**src/ucrf_pkg.sv**
```systemverilog
// Shared types, constants and helpers of the uncommented range finder.
package ucrf_pkg;

  localparam int POSITION_BITS = 24;
  localparam int OUT_W         = 24;
  localparam int MIN_W         = 24;
  localparam int CMP_W         = (POSITION_BITS > MIN_W) ? POSITION_BITS : MIN_W;

  localparam int ADDR_W = 3;
  localparam int DATA_W = 32;

  // Register index, taken from the word address bit of paddr.
  localparam logic REG_MIN_WIDTH = 1'b0;

  localparam logic [MIN_W-1:0] MIN_WIDTH_RESET = MIN_W'(17);

  localparam logic [7:0] CH_SLASH   = 8'h2F;
  localparam logic [7:0] CH_STAR    = 8'h2A;
  localparam logic [7:0] CH_NEWLINE = 8'h0A;

  typedef logic [POSITION_BITS-1:0] pos_t;

  typedef struct packed {
    logic [7:0] text_byte;
    logic       end_of_text;
  } text_item_t;

  typedef struct packed {
    logic [OUT_W-1:0] range_start;
    logic [OUT_W-1:0] range_end;
    logic             at_text_end;
  } range_item_t;

  function automatic logic [OUT_W-1:0] to_out(input pos_t p);
    logic [CMP_W-1:0] e;
    e = CMP_W'(p);
    return e[OUT_W-1:0];
  endfunction

endpackage

```
**src/ucrf_cfg.sv**
```systemverilog
// Configuration register file behind the APB-style port.
module ucrf_cfg (
  input  logic                          clk,
  input  logic                          rst,
  input  logic                          psel,
  input  logic                          penable,
  input  logic                          pwrite,
  input  logic [ucrf_pkg::ADDR_W-1:0]   paddr,
  input  logic [ucrf_pkg::DATA_W-1:0]   pwdata,
  output logic [ucrf_pkg::DATA_W-1:0]   prdata,
  output logic                          pready,
  output logic [ucrf_pkg::MIN_W-1:0]    min_width
);
  import ucrf_pkg::*;

  logic hit_min;
  logic wr;

  assign hit_min = (paddr[ADDR_W-1] == REG_MIN_WIDTH);
  assign wr      = psel && penable && pwrite && pready;
  assign pready  = 1'b1;

  always_ff @(posedge clk) begin
    if (rst) begin
      min_width <= MIN_WIDTH_RESET;
    end else if (wr && hit_min) begin
      min_width <= pwdata[MIN_W-1:0];
    end
  end

  always_comb begin
    if (hit_min) begin
      prdata = DATA_W'(min_width);
    end else begin
      prdata = '0;
    end
  end

endmodule

```
**src/ucrf_in_stage.sv**
```systemverilog
// Input register: holds one text byte until the scanner takes it.
module ucrf_in_stage (
  input  logic                    clk,
  input  logic                    rst,
  input  logic                    text_valid,
  output logic                    text_stall,
  input  ucrf_pkg::text_item_t    item_in,
  input  logic                    advance,
  output logic                    item_valid,
  output ucrf_pkg::text_item_t    item
);
  import ucrf_pkg::*;

  logic load;

  assign text_stall = item_valid && !advance;
  assign load       = text_valid && !text_stall;

  always_ff @(posedge clk) begin
    if (rst) begin
      item_valid <= 1'b0;
    end else if (load) begin
      item_valid <= 1'b1;
    end else if (advance) begin
      item_valid <= 1'b0;
    end
  end

  always_ff @(posedge clk) begin
    if (load) begin
      item <= item_in;
    end
  end

endmodule

```
**src/ucrf_scan.sv**
```systemverilog
// Comment tracker: per-byte state update and stretch length check.
module ucrf_scan (
  input  logic                    clk,
  input  logic                    rst,
  input  logic                    advance,
  input  ucrf_pkg::text_item_t    item,
  input  logic [ucrf_pkg::MIN_W-1:0] min_width,
  output logic                    hit,
  output ucrf_pkg::range_item_t   result
);
  import ucrf_pkg::*;

  pos_t byte_position, byte_position_next;
  pos_t stretch_begin, stretch_begin_next;
  logic slash_seen, slash_seen_next;
  logic inside_comment, inside_comment_next;
  logic block_kind, block_kind_next;
  logic star_seen, star_seen_next;

  pos_t             pos_inc;
  pos_t             pos_dec;
  pos_t             emit_end;
  logic             opener;
  logic [CMP_W-1:0] width;
  logic             long_enough;
  logic             last;
  logic [7:0]       ch;

  assign ch      = item.text_byte;
  assign last    = item.end_of_text;
  assign pos_inc = byte_position + pos_t'(1);
  assign pos_dec = byte_position - pos_t'(1);

  always_comb begin
    stretch_begin_next  = stretch_begin;
    slash_seen_next     = slash_seen;
    inside_comment_next = inside_comment;
    block_kind_next     = block_kind;
    star_seen_next      = star_seen;
    opener              = 1'b0;
    if (star_seen) begin
      if (ch == CH_SLASH) begin
        slash_seen_next     = 1'b0;
        inside_comment_next = 1'b0;
        block_kind_next     = 1'b0;
        star_seen_next      = 1'b0;
        stretch_begin_next  = pos_inc;
      end else if (ch != CH_STAR) begin
        star_seen_next = 1'b0;
      end
    end else if (inside_comment) begin
      if (block_kind) begin
        if (ch == CH_STAR) begin
          star_seen_next = 1'b1;
        end
      end else if (ch == CH_NEWLINE) begin
        slash_seen_next     = 1'b0;
        inside_comment_next = 1'b0;
        stretch_begin_next  = pos_inc;
      end
    end else if (slash_seen) begin
      if (ch == CH_STAR) begin
        inside_comment_next = 1'b1;
        block_kind_next     = 1'b1;
        opener              = 1'b1;
      end else if (ch == CH_SLASH) begin
        inside_comment_next = 1'b1;
        opener              = 1'b1;
      end else begin
        slash_seen_next = 1'b0;
      end
    end else if (ch == CH_SLASH) begin
      slash_seen_next = 1'b1;
    end
  end

  // Opener closes the stretch at its first slash; text end closes past this byte.
  assign emit_end    = opener ? pos_dec : pos_inc;
  assign width       = CMP_W'(pos_t'(emit_end - stretch_begin_next));
  assign long_enough = width >= CMP_W'(min_width);
  assign hit         = opener ? long_enough : (last && !inside_comment_next && long_enough);

  assign result.range_start = to_out(stretch_begin_next);
  assign result.range_end   = to_out(emit_end);
  assign result.at_text_end = !opener;

  assign byte_position_next = last ? '0 : pos_inc;

  always_ff @(posedge clk) begin
    if (rst) begin
      byte_position  <= '0;
      stretch_begin  <= '0;
      slash_seen     <= 1'b0;
      inside_comment <= 1'b0;
      block_kind     <= 1'b0;
      star_seen      <= 1'b0;
    end else if (advance) begin
      byte_position <= byte_position_next;
      if (last) begin
        // drop all tracking state after the final byte
        stretch_begin  <= '0;
        slash_seen     <= 1'b0;
        inside_comment <= 1'b0;
        block_kind     <= 1'b0;
        star_seen      <= 1'b0;
      end else begin
        stretch_begin  <= stretch_begin_next;
        slash_seen     <= slash_seen_next;
        inside_comment <= inside_comment_next;
        block_kind     <= block_kind_next;
        star_seen      <= star_seen_next;
      end
    end
  end

endmodule

```
**src/ucrf_out_stage.sv**
```systemverilog
// Result register: holds one range until the receiver takes it.
module ucrf_out_stage (
  input  logic                    clk,
  input  logic                    rst,
  input  logic                    load,
  input  ucrf_pkg::range_item_t   result,
  input  logic                    range_stall,
  output logic                    range_valid,
  output ucrf_pkg::range_item_t   held
);
  import ucrf_pkg::*;

  always_ff @(posedge clk) begin
    if (rst) begin
      range_valid <= 1'b0;
    end else if (load) begin
      range_valid <= 1'b1;
    end else if (!range_stall) begin
      range_valid <= 1'b0;
    end
  end

  always_ff @(posedge clk) begin
    if (load) begin
      held <= result;
    end
  end

endmodule

```
**src/uncommented_range_finder.sv**
```systemverilog
// Path: an accepted byte waits in the input register, then its range in the result register (2 registers).
// Throughput: one text byte per cycle while no held range is stalled; the scanner state updates once per byte.
// A byte waits in the input register only while a held range is stalled.
// Reset (rst, synchronous): clears position, comment state and valids; min_width = 17.
// State also returns to reset after each byte marked end_of_text.
module uncommented_range_finder (
  input  logic                          clk,
  input  logic                          rst,
  input  logic                          text_valid,
  output logic                          text_stall,
  input  logic [7:0]                    text_byte,
  input  logic                          end_of_text,
  output logic                          range_valid,
  input  logic                          range_stall,
  output logic [ucrf_pkg::OUT_W-1:0]    range_start,
  output logic [ucrf_pkg::OUT_W-1:0]    range_end,
  output logic                          at_text_end,
  input  logic                          psel,
  input  logic                          penable,
  input  logic                          pwrite,
  input  logic [ucrf_pkg::ADDR_W-1:0]   paddr,
  input  logic [ucrf_pkg::DATA_W-1:0]   pwdata,
  output logic [ucrf_pkg::DATA_W-1:0]   prdata,
  output logic                          pready
);
  import ucrf_pkg::*;

  logic [MIN_W-1:0] min_width;
  text_item_t       item_in;
  text_item_t       item;
  logic             item_valid;
  logic             advance;
  logic             hit;
  range_item_t      result;
  range_item_t      held;

  assign item_in.text_byte   = text_byte;
  assign item_in.end_of_text = end_of_text;

  // advance the scanner whenever a byte is held and the result register is free or draining
  assign advance = item_valid && (!range_valid || !range_stall);

  ucrf_cfg u_cfg (
    .clk       (clk),
    .rst       (rst),
    .psel      (psel),
    .penable   (penable),
    .pwrite    (pwrite),
    .paddr     (paddr),
    .pwdata    (pwdata),
    .prdata    (prdata),
    .pready    (pready),
    .min_width (min_width)
  );

  ucrf_in_stage u_in (
    .clk        (clk),
    .rst        (rst),
    .text_valid (text_valid),
    .text_stall (text_stall),
    .item_in    (item_in),
    .advance    (advance),
    .item_valid (item_valid),
    .item       (item)
  );

  ucrf_scan u_scan (
    .clk       (clk),
    .rst       (rst),
    .advance   (advance),
    .item      (item),
    .min_width (min_width),
    .hit       (hit),
    .result    (result)
  );

  ucrf_out_stage u_out (
    .clk         (clk),
    .rst         (rst),
    .load        (advance && hit),
    .result      (result),
    .range_stall (range_stall),
    .range_valid (range_valid),
    .held        (held)
  );

  assign range_start = held.range_start;
  assign range_end   = held.range_end;
  assign at_text_end = held.at_text_end;

endmodule

```
**config.mk**
```make
export PLATFORM = sky130hd
export DESIGN_NAME = uncommented_range_finder
export DESIGN_NICKNAME = d
export VERILOG_FILES = /design/src/ucrf_pkg.sv /design/src/ucrf_cfg.sv /design/src/ucrf_in_stage.sv /design/src/ucrf_scan.sv /design/src/ucrf_out_stage.sv /design/src/uncommented_range_finder.sv
export SDC_FILE = /design/constraint.sdc
export NUM_CORES = 1
export LEC_CHECK = 0
export BUFFER_PORTS_ARGS = -buffer_cell sky130_fd_sc_hd__clkbuf_2
export CORE_MARGIN = 2
export CORE_UTILIZATION = 50
export CTS_BUF_LIST = sky130_fd_sc_hd__clkbuf_4 sky130_fd_sc_hd__clkbuf_8 sky130_fd_sc_hd__clkbuf_16
export CTS_CLUSTER_DIAMETER = 120
export DETAILED_ROUTE_END_ITERATION = 10
export PLACE_DENSITY = 0.86
export SYNTH_ARGS = -nofsm -noshare
export SYNTH_HDL_FRONTEND = slang
export SYNTH_SLANG_ARGS = --single-unit
```
**constraint.sdc**
```tcl
create_clock -name clk -period 8.95 [get_ports clk]
set_clock_uncertainty 0.15 [all_clocks]
set_input_delay 0.895 -clock clk [delete_from_list [all_inputs] [get_ports clk]]
set_output_delay 0.895 -clock clk [all_outputs]
set_load 0.01 [all_outputs]
```
; Word-level counts from Yosys, hierarchy flattened
; Cells that the tools add are included.
[word_totals]
register_bits = 136
inputBits = 51
output_inout_bits = 84
elab_cells = 93
[op_classes]
addsub = 3
magnitude_cmp = 1
eq_ne = 9
mux = 44
n_bitwise = 1
n_reduce_logical = 21
[ops]
columns = operator, n
row1 = $mux 24, 9
row2 = $mux 1, 35
row3 = $add 24x1->24 const B, 1
row4 = $ge 24x24->1, 1
row5 = $sub 24x1->24 const B, 1
row6 = $sub 24x24->24, 1
row7 = $eq 8x6->1 const B, 2
row8 = $logic_and 1x1->1, 9
row9 = $eq 8x4->1 const B, 1
row10 = $ne 4x4->1 const B, 2
row11 = $ne 8x6->1 const B, 1
row12 = $logic_not 1->1, 6
row13 = $ne 3x3->1 const B, 2
row14 = $reduce_bool 3->1, 2
row15 = $reduce_and 5->1, 1
row16 = $reduce_and 4->1, 1
row17 = $ne 2x1->1 const B, 1
row18 = $reduce_bool 2->1, 1
row19 = $logic_or 1x1->1, 1
row20 = $not 1->1, 1

; Longest topological paths before layout
; Gate-level depths: netlist of run 1.
[depth]
depth_word = 13
depth_mapped = 22
depth_no_buf = 20

; Cells and area by module
; Synthesis of run 1 repeated with hierarchy kept, for this count alone.
[hier_totals]
hier_cells = 981
area_unflattened_um2 = 8688.3
[modules_own_cells]
columns = mod, instances, cells_each, area_per_inst_um2, seq_area_each_um2
row1 = ucrf_scan, 1, 772, 5515.3, 1041.0
row2 = ucrf_out_stage, 1, 52, 1500.2, 1491.4
row3 = ucrf_cfg, 1, 142, 1335.0, 480.5
row4 = ucrf_in_stage, 1, 13, 320.3, 290.3
row5 = uncommented_range_finder, 1, 2, 17.5, 0.0

; Worst setup path after synthesis of run 1
; No wires, ideal clock.
[synth_timing]
path_type = flip-flop to flip-flop
startpoint = register, netlist name u_in.item[5]
endpoint = register, netlist name u_out.held[0]
setup_ps = 516
arrival_ps = 8342
t_required_ps = 8284
path_slack_ps = -58
path_stages_with_launch = 21
n_path_buf = 2
synth_period_minus_slack_ps = 9008
cell_sequence = edfxtp_1 -> or3_1 -> buf_2 -> nor4_1 -> clkbuf_1 -> nand2_1 -> o21ai_1 -> xor2_1 -> ha_1 -> and2_1 -> a221o_1 -> nor3_1 -> o211ai_2 -> a2111oi_1 -> xor3_1 -> ha_1 -> nand4_1 -> or2_2 -> a211oi_1 -> a211oi_1 -> nor3_1
[synth_between]
elab_chain_len = 12
elab_cells_between_ends = 26
cone_classes = add/sub (1) / order compare (1) / eq/ne (3) / mux (17) / reduce/logical (4)
[synth_lines]
columns = item, line
row1 = $eq 8x6->1, "ucrf_scan.sv:42, ucrf_scan.sv:66"
row2 = $mux 1, ucrf_scan.sv:66  ; end else if (ch == CH_SLASH) begin
row3 = $mux 1, ucrf_scan.sv:62  ; if (ch == CH_STAR) begin
row4 = $mux 1, ucrf_scan.sv:61  ; end else if (slash_seen) begin
row5 = $mux 1, ucrf_scan.sv:51  ; end else if (inside_comment) begin
row6 = $mux 1, ucrf_scan.sv:41  ; if (star_seen) begin
row7 = $mux 24, ucrf_scan.sv:78  ; assign emit_end = opener ? pos_dec : pos_inc;
row8 = $sub 24x24->24, ucrf_scan.sv:79  ; assign width = CMP_W'(pos_t'(emit_end - stretch_begin_next));
row9 = $ge 24x24->1, ucrf_scan.sv:80  ; assign long_enough = width >= CMP_W'(min_width);
row10 = $logic_and 1x1->1, ucrf_scan.sv:81  ; assign hit = opener ? long_enough : (last && !inside_comment_next && long_enough);
row11 = $mux 1 (*), ucrf_scan.sv:81
row12 = $logic_and 1x1->1 (*), uncommented_range_finder.sv:80  ; .load (advance && hit),
row13 = net u_out.load, ucrf_out_stage.sv:5  ; input logic load,
; The timed path passes the listed nets; every way through them passes the cells marked *.
; A chain may end at the register's enable or synchronous reset.

==> run_results.csv, run 1 <==
group,metric,value,unit
final_layout,num-fill-cells,1401,
worst_setup_path,path_max_fanout,26,
final_layout,layout_common_cells,"115 x clkbuf_2, 104 x nor2_1, 83 x nand2_1, 78 x dfxtp_1, 77 x a21oi_1",
yosys,synth_edf_count,58,
worst_setup_path,endpoint_kind,"flip-flop",
worst_setup_path,crit_required,8.90,ns
cts,post_cts_buffers,0,
die,fp.coreArea,16500,um2
yosys,synthFlopType,"dfxtp_1",
place,gp_congestion,0.914,
yosys,synthSimpleGateAreaFrac,0.191,
global_routing,grt_busiest_layer,"met2",
drt,drtPass1Iterations,6,
place,post-dp-hpwl,14600,um
yosys,yosysUniqueCellTypes,77,
timing,totalNegativeSetupSlack,0,ns
yosys,syn_inst,942,
worst_setup_path,critPathKind,"flip-flop to flip-flop",
worst_setup_path,path_buf_inv,3,
yosys,ys_seq_area_frac,0.391,
yosys,synth_top_family_by_area,"simple AND/OR/NAND/NOR gates",
drt,drt-initial-drc-count,734,
status,status,"finished, final reports clean",
global_routing,grt_max_degree,76,
global_routing,grtUsageMet2,0.389,
yosys,synthArstFlopShare,0,
timing,min_period,7.77,ns
place,portBuffers,115,
worst_setup_path,crit_path_cell_trace,"ha_1 > nand3_1 > nor4_1 > buf_4 > nand3_1 > xor2_1 > a21oi_1 > inv_1 > ha_1 > a21oi_1 > o21bai_1 > a21oi_1 > nor2_1 > a2111oi_1 > xor3_1 > ha_1 > nand4_1 > or2_2 > a211oi_1 > a211oi_1 > nor3_4 > buf_4",
yosys,synth_mux_area_frac,0.0248,
timing,fmax,0.129,GHz
timing,finalSetupViolCount,0,
final_layout,final_nets,1121,
die,dieHeight,134,um
timing,tightestPinTransition,1.20,ns
cts,htreeDepth,4,
cts,cts_buffers,17,
worst_setup_path,cp_top_family,"simple AND/OR/NAND/NOR gates",
min_path,hold_class,"flip-flop to flip-flop",
die,rows,47,
timing,slew_viol_final,0,
yosys,synth_xor_area_frac,0.0703,
global_routing,grt_overflow,0,
cts,clk_pin_slew,0.06,ns
timing,fin_ws,1.18,ns
cts,clock-root-buffer,"clkbuf_16",
cts,clock_path_buffers,2,
global_routing,grt_pass1_vias,6761,
cts,insertion_delay,0.43,ns
timing,finalCritPeriodShare,0.869,
drt,drtAntennaViolNets,0,
yosys,synth_area,8440,um2
drt,vias,7230,
yosys,synth_adder_area_share,0.0765,
timing,slew_headroom,0.200,
final_layout,area_delta_synth_final,13.5,%
power_and_ir_drop,leakage,0.00408,uW
cts,cts_hold_buffers,0,
cts,post_cts_resized,0,
drt,drc,0,
die,die_w,134,um
drt,avgRoutedWirePerCell,16.6,um
power_and_ir_drop,ir_worst_vdd,0.000145,V
drt,wl,20800,um
final_layout,layout-drive-gt1-share,0.190,
global_routing,grt_pass1_wl,33500,um
die,pin_count,135,
global_routing,grtUsageTotal,0.233,
place,dpl_cell_area,8970,um2
timing,grt_setup_unrepaired,"false",
worst_setup_path,critPathArrivalTime,7.72,ns
worst_setup_path,max_stage_delay,1.02,ns
global_routing,antenna_found_initial,0,
drt,post_drt_via_cell_ratio,5.77,
final_layout,final_cell_area,9580,um2
worst_setup_path,cp_slowest_cell,"nor3_4",
final_layout,layout_commonest_cell,"clkbuf_2",
final_layout,diodes,0,
yosys,syn_area_per_cell,8.96,um2
die,initial_core_util,0.511,
yosys,synth_warnings,0,
die,die_area,17900,um2
yosys,synth_seq_cells,136,
job,cap_violations,0,
cts,cts_tree,"built",
yosys,synth-compound-area-share,0.171,
timing,final_hold_viol_count,0,
global_routing,met3_usage,0.0423,
power_and_ir_drop,power_density,154,nW/um2
cts,cts.sinks,136,
place,place_ws,1.30,ns
global_routing,use_met1,0.304,
worst_setup_path,critPathLaunchType,"flip-flop",
cell families (layout without fill, tap and decap cells):
group                    count (synthesis)  count (layout)
multiplexers                            19              19
buffers and inverters                  129             212
XOR/XNOR                                66              66
adder cells (fa/ha/maj)                 51              51
AO/OA/AOI/OAI                          224             224
AND/OR/NAND/NOR                        315             315
flip-flops                             136             136
other                                    2               9
layer usage:
layer,share of wire,vias to the layer above
li1,-,3479
met1,0.43,3422
met2,0.49,296
met3,0.064,33
met4,0.018,0
met5,0,-
cell usage after synthesis, types with 5 or more instances:
master	n	share of area
clkbuf_1	42	0.019
inv_1	58	0.026
o2bb2ai_1	8	0.0083
dfxtp_1	78	0.19
a21o_1	23	0.020
edfxtp_1	58	0.21
xnor2_1	30	0.031
nor2b_1	7	0.0052
nor4_1	5	0.0037
a22oi_1	23	0.020
xor2_1	35	0.036
or3_1	8	0.0059
nor3_1	18	0.011
mux2_2	15	0.020
a211oi_1	7	0.0062
a31oi_1	11	0.0082
buf_4	14	0.012
nand3_1	18	0.011
and2_1	6	0.0044
nor2_1	104	0.046
a21oi_1	77	0.046
and3_1	9	0.0067
o21a_1	5	0.0044
nand2b_1	5	0.0037
nand2_1	83	0.037
o21ai_0	31	0.018
or2_2	7	0.0052
nand4_1	15	0.011
ha_1	50	0.074
nor4_4	5	0.013
clkbuf_8	5	0.0082
report_power, final:
part / internal [uW] / switching [uW]
logic: 34.6 / 62.4
clock network: 442 / 278
registers: 655 / 6.21
total: 1130 / 347
final cells by class:
class / count / area [um2] / share of cell area
multi-input combinational: 684 / 4550 / 0.475
sequential: 136 / 3300 / 0.345
timing repair buffer: 122 / 628 / 0.0656
clock buffer: 18 / 433 / 0.0452
tap: 220 / 275 / 0.0287
inverter: 58 / 218 / 0.0227
clock inverter: 14 / 174 / 0.0182
sequential cells by signal, summed over array words and instances (netlist names):
name and flops:
u_in.item 9, u_scan.byte_position 24, u_scan.block_kind 1, u_scan.inside_comment 1
u_scan.slash_seen 1, u_scan.stretch_begin 24, u_scan.star_seen 1, u_in.item_valid 1
u_cfg.min_width 24, u_out.held 49, u_out.range_valid 1
per-stage QoR:
step / hold WS, ns / std cells / util / total power [uW]
after floorplan: 0.282 / 949 / - / 737
after global placement: 0.289 / 1220 / 0.543 / 766
after detailed placement: 0.297 / 1220 / 0.543 / 769
after CTS: 0.306 / 1252 / 0.580 / 1490
after global routing: 0.325 / 1252 / 0.580 / 1530
final: 0.306 / 1252 / 0.580 / 1480
final timing paths:
kind / end / startpoint / slack, ns / depth (start not counted)
worst max-delay path: u_out.held[46] / u_scan.byte_position[0] / 1.18 / 22
worst min-delay path: u_cfg.min_width[1] / u_cfg.min_width[1] / 0.31 / 2
worst max register to register: u_out.held[46] / u_scan.byte_position[0] / 1.18 / 22
worst min register to register: u_cfg.min_width[1] / u_cfg.min_width[1] / 0.31 / 2
tightest hold or removal path, delay by kind of cell (launching register included):
kind,cells,cell delay (ns)
DFF,1,0.31
and+or+nand+nor,1,0.05
AOI/OAI and AO/OA,1,0.05
Note: power is estimated with default switching activity, not from simulation.
==> run 2, diff against run 1 <==
- ABC_CLOCK_PERIOD_IN_PS: not set -> 7820
- CORE_UTILIZATION: 50 -> 58
- PLACE_DENSITY: 0.86 -> 0.93
- clock period: 8.95 -> 7.82 ns (I/O delays scaled with it)
==> run_results.csv, run 2 (synthesized netlist as in run 1, its figures left out) <==
group,metric,value,unit
status,status,"finished, final reports clean",
worst_setup_path,endpoint_kind,"flip-flop",
place,dp_cells,1186,
place,portBuffers,115,
cts,cts_buffers,17,
final_layout,fin_cells,1218,
worst_setup_path,r2r_slack,0.82,ns
min_path,holdPathEnd,"u_cfg.min_width[7]",
cts,insertion_delay,0.43,ns
drt,drtAntennaViolNets,0,
final_layout,final_nets,1123,
cts,cts_tree,"built",
final_layout,layout_common_cells,"115 x clkbuf_2, 104 x nor2_1, 83 x nand2_1, 78 x dfxtp_1, 77 x a21oi_1",
timing,grt_setup_unrepaired,"false",
final_layout,max_flop_register,"u_out.held",
worst_setup_path,r2r_cells,19,
worst_setup_path,worstReg2RegStart,"u_in.item[5]",
timing,min_period,7.00,ns
die,die_w,125,um
die,rows,44,
min_path,hold_class,"flip-flop to flip-flop",
worst_setup_path,crit_required,7.77,ns
global_routing,grt_pass1_vias,7033,
timing,fmax,0.143,GHz
timing,slew_headroom,0.228,
drt,vias,7453,
worst_setup_path,critPathArrivalTime,6.94,ns
timing,slew_viol_final,0,
global_routing,grt_pass1_wl,33700,um
power_and_ir_drop,totalPowerFinal,1750,uW
cts,clock-root-buffer,"clkbuf_16",
timing,finalSetupViolCount,0,
die,dieHeight,125,um
drt,wl,20900,um
final_layout,layout-drive-gt1-share,0.190,
global_routing,antenna_found_initial,0,
worst_setup_path,path_max_fanout,26,
worst_setup_path,rr_endpoint,"u_out.held[13]",
drt,drtPass1Iterations,5,
final_layout,num-fill-cells,1044,
power_and_ir_drop,ir_worst_vdd,0.000140,V
timing,finalCritPeriodShare,0.895,
place,gp_congestion,0.933,
drt,drc,0,
timing,final_hold_viol_count,0,
drt,avgRoutedWirePerCell,17.2,um
min_path,hold_depth,2,
final_layout,layout_commonest_cell,"clkbuf_2",
min_path,worstHoldStart,"u_cfg.min_width[7]",
die,fp.coreArea,14400,um2
global_routing,grt_overflow,0,
die,pin_count,135,
drt,drt-initial-drc-count,774,
worst_setup_path,critPathLaunchType,"flip-flop",
drt,post_drt_via_cell_ratio,6.12,
final_layout,area_delta_synth_final,13.7,%
cts,cts.sinks,136,
worst_setup_path,critPathKind,"flip-flop to flip-flop",
die,die_area,15500,um2
cts,post_cts_resized,0,
global_routing,grt_max_degree,76,
timing,totalNegativeSetupSlack,0,ns
place,post-dp-hpwl,14400,um
global_routing,grtUsageTotal,0.265,
cts,post_cts_buffers,0,
cts,cts_hold_buffers,0,
die,initial_core_util,0.587,
power_and_ir_drop,power_density,182,nW/um2
power_and_ir_drop,leakage,0.00413,uW
timing,tightestPinTransition,1.15,ns
final_layout,largest_register_ffs,49,
cts,clk_pin_slew,0.06,ns
cts,htreeDepth,4,
job,cap_violations,0,
final_layout,diodes,0,
cts,clock_path_buffers,2,
-- run 2: cell type report --
class / instances / area (um2) / share of cell area
multi-input cells: 684 / 4550 / 0.474
flip-flops and latches: 136 / 3300 / 0.344
repair buffers: 124 / 643 / 0.0670
clock buffers: 22 / 475 / 0.0496
well taps: 184 / 230 / 0.0240
inverters: 58 / 218 / 0.0227
clock inverters: 10 / 173 / 0.0180
-- run 2: metal layers --
metal / GRT usage / vias to the layer above / share of wire
met5: 0 / - / 0
met4: 0.128 / 0 / 0.036
met3: 0.0494 / 72 / 0.071
met2: 0.442 / 369 / 0.49
met1: 0.330 / 3536 / 0.41
li1: - / 3476 / -
-- run 2: worst max-delay path by stage --
stage,cells past startpoint,slack [ns],start,endpoint
after floorplan,20,0.32,u_in.item[5],u_out.held[0]
after global placement,19,1.09,u_in.item[5],u_out.held[13]
after detailed placement,19,0.97,u_in.item[5],u_out.held[13]
after CTS,19,0.88,u_in.item[5],u_out.held[13]
after global routing,21,0.45,u_in.item[5],u_out.held[14]
final,19,0.82,u_in.item[5],u_out.held[13]
-- run 2: metrics by stage --
stage / setup WS, ns / hold slack (ns) / area, um2 / utilization
floorplan: 0.323 / 0.282 / 8470 / -
global placement: 1.09 / 0.289 / 8940 / 0.623
detailed placement: 0.967 / 0.296 / 8940 / 0.623
CTS: 0.876 / 0.304 / 9590 / 0.668
global route: 0.446 / 0.323 / 9590 / 0.668
finish: 0.824 / 0.305 / 9590 / 0.668
-- run 2: worst max-delay path, cell delays in order, from the launching register on --
cell,delay (ns)
edfxtp_1,0.34
or3_1,0.52
nor4_2,0.79
nand2_1,0.10
o21ai_1,0.24
xor2_1,0.22
ha_1,0.31
and2_1,0.20
a221o_1,0.34
nor3_1,0.36
o211ai_2,0.20
a2111oi_1,0.55
xor3_1,0.45
ha_1,0.35
nand4_1,0.11
or2_2,0.31
a211oi_1,0.23
a211oi_1,0.26
nor3_4,0.24
buf_4,0.35
-- run 2: power breakdown --
group | total [uW] | switching (uW) | leakage, uW | internal [uW]
Sequential | 756 | 6.25 | 0.00123 | 750
Clock | 883 | 294 | 0.000323 | 589
Combinational | 112 | 71.8 | 0.00258 | 40.1
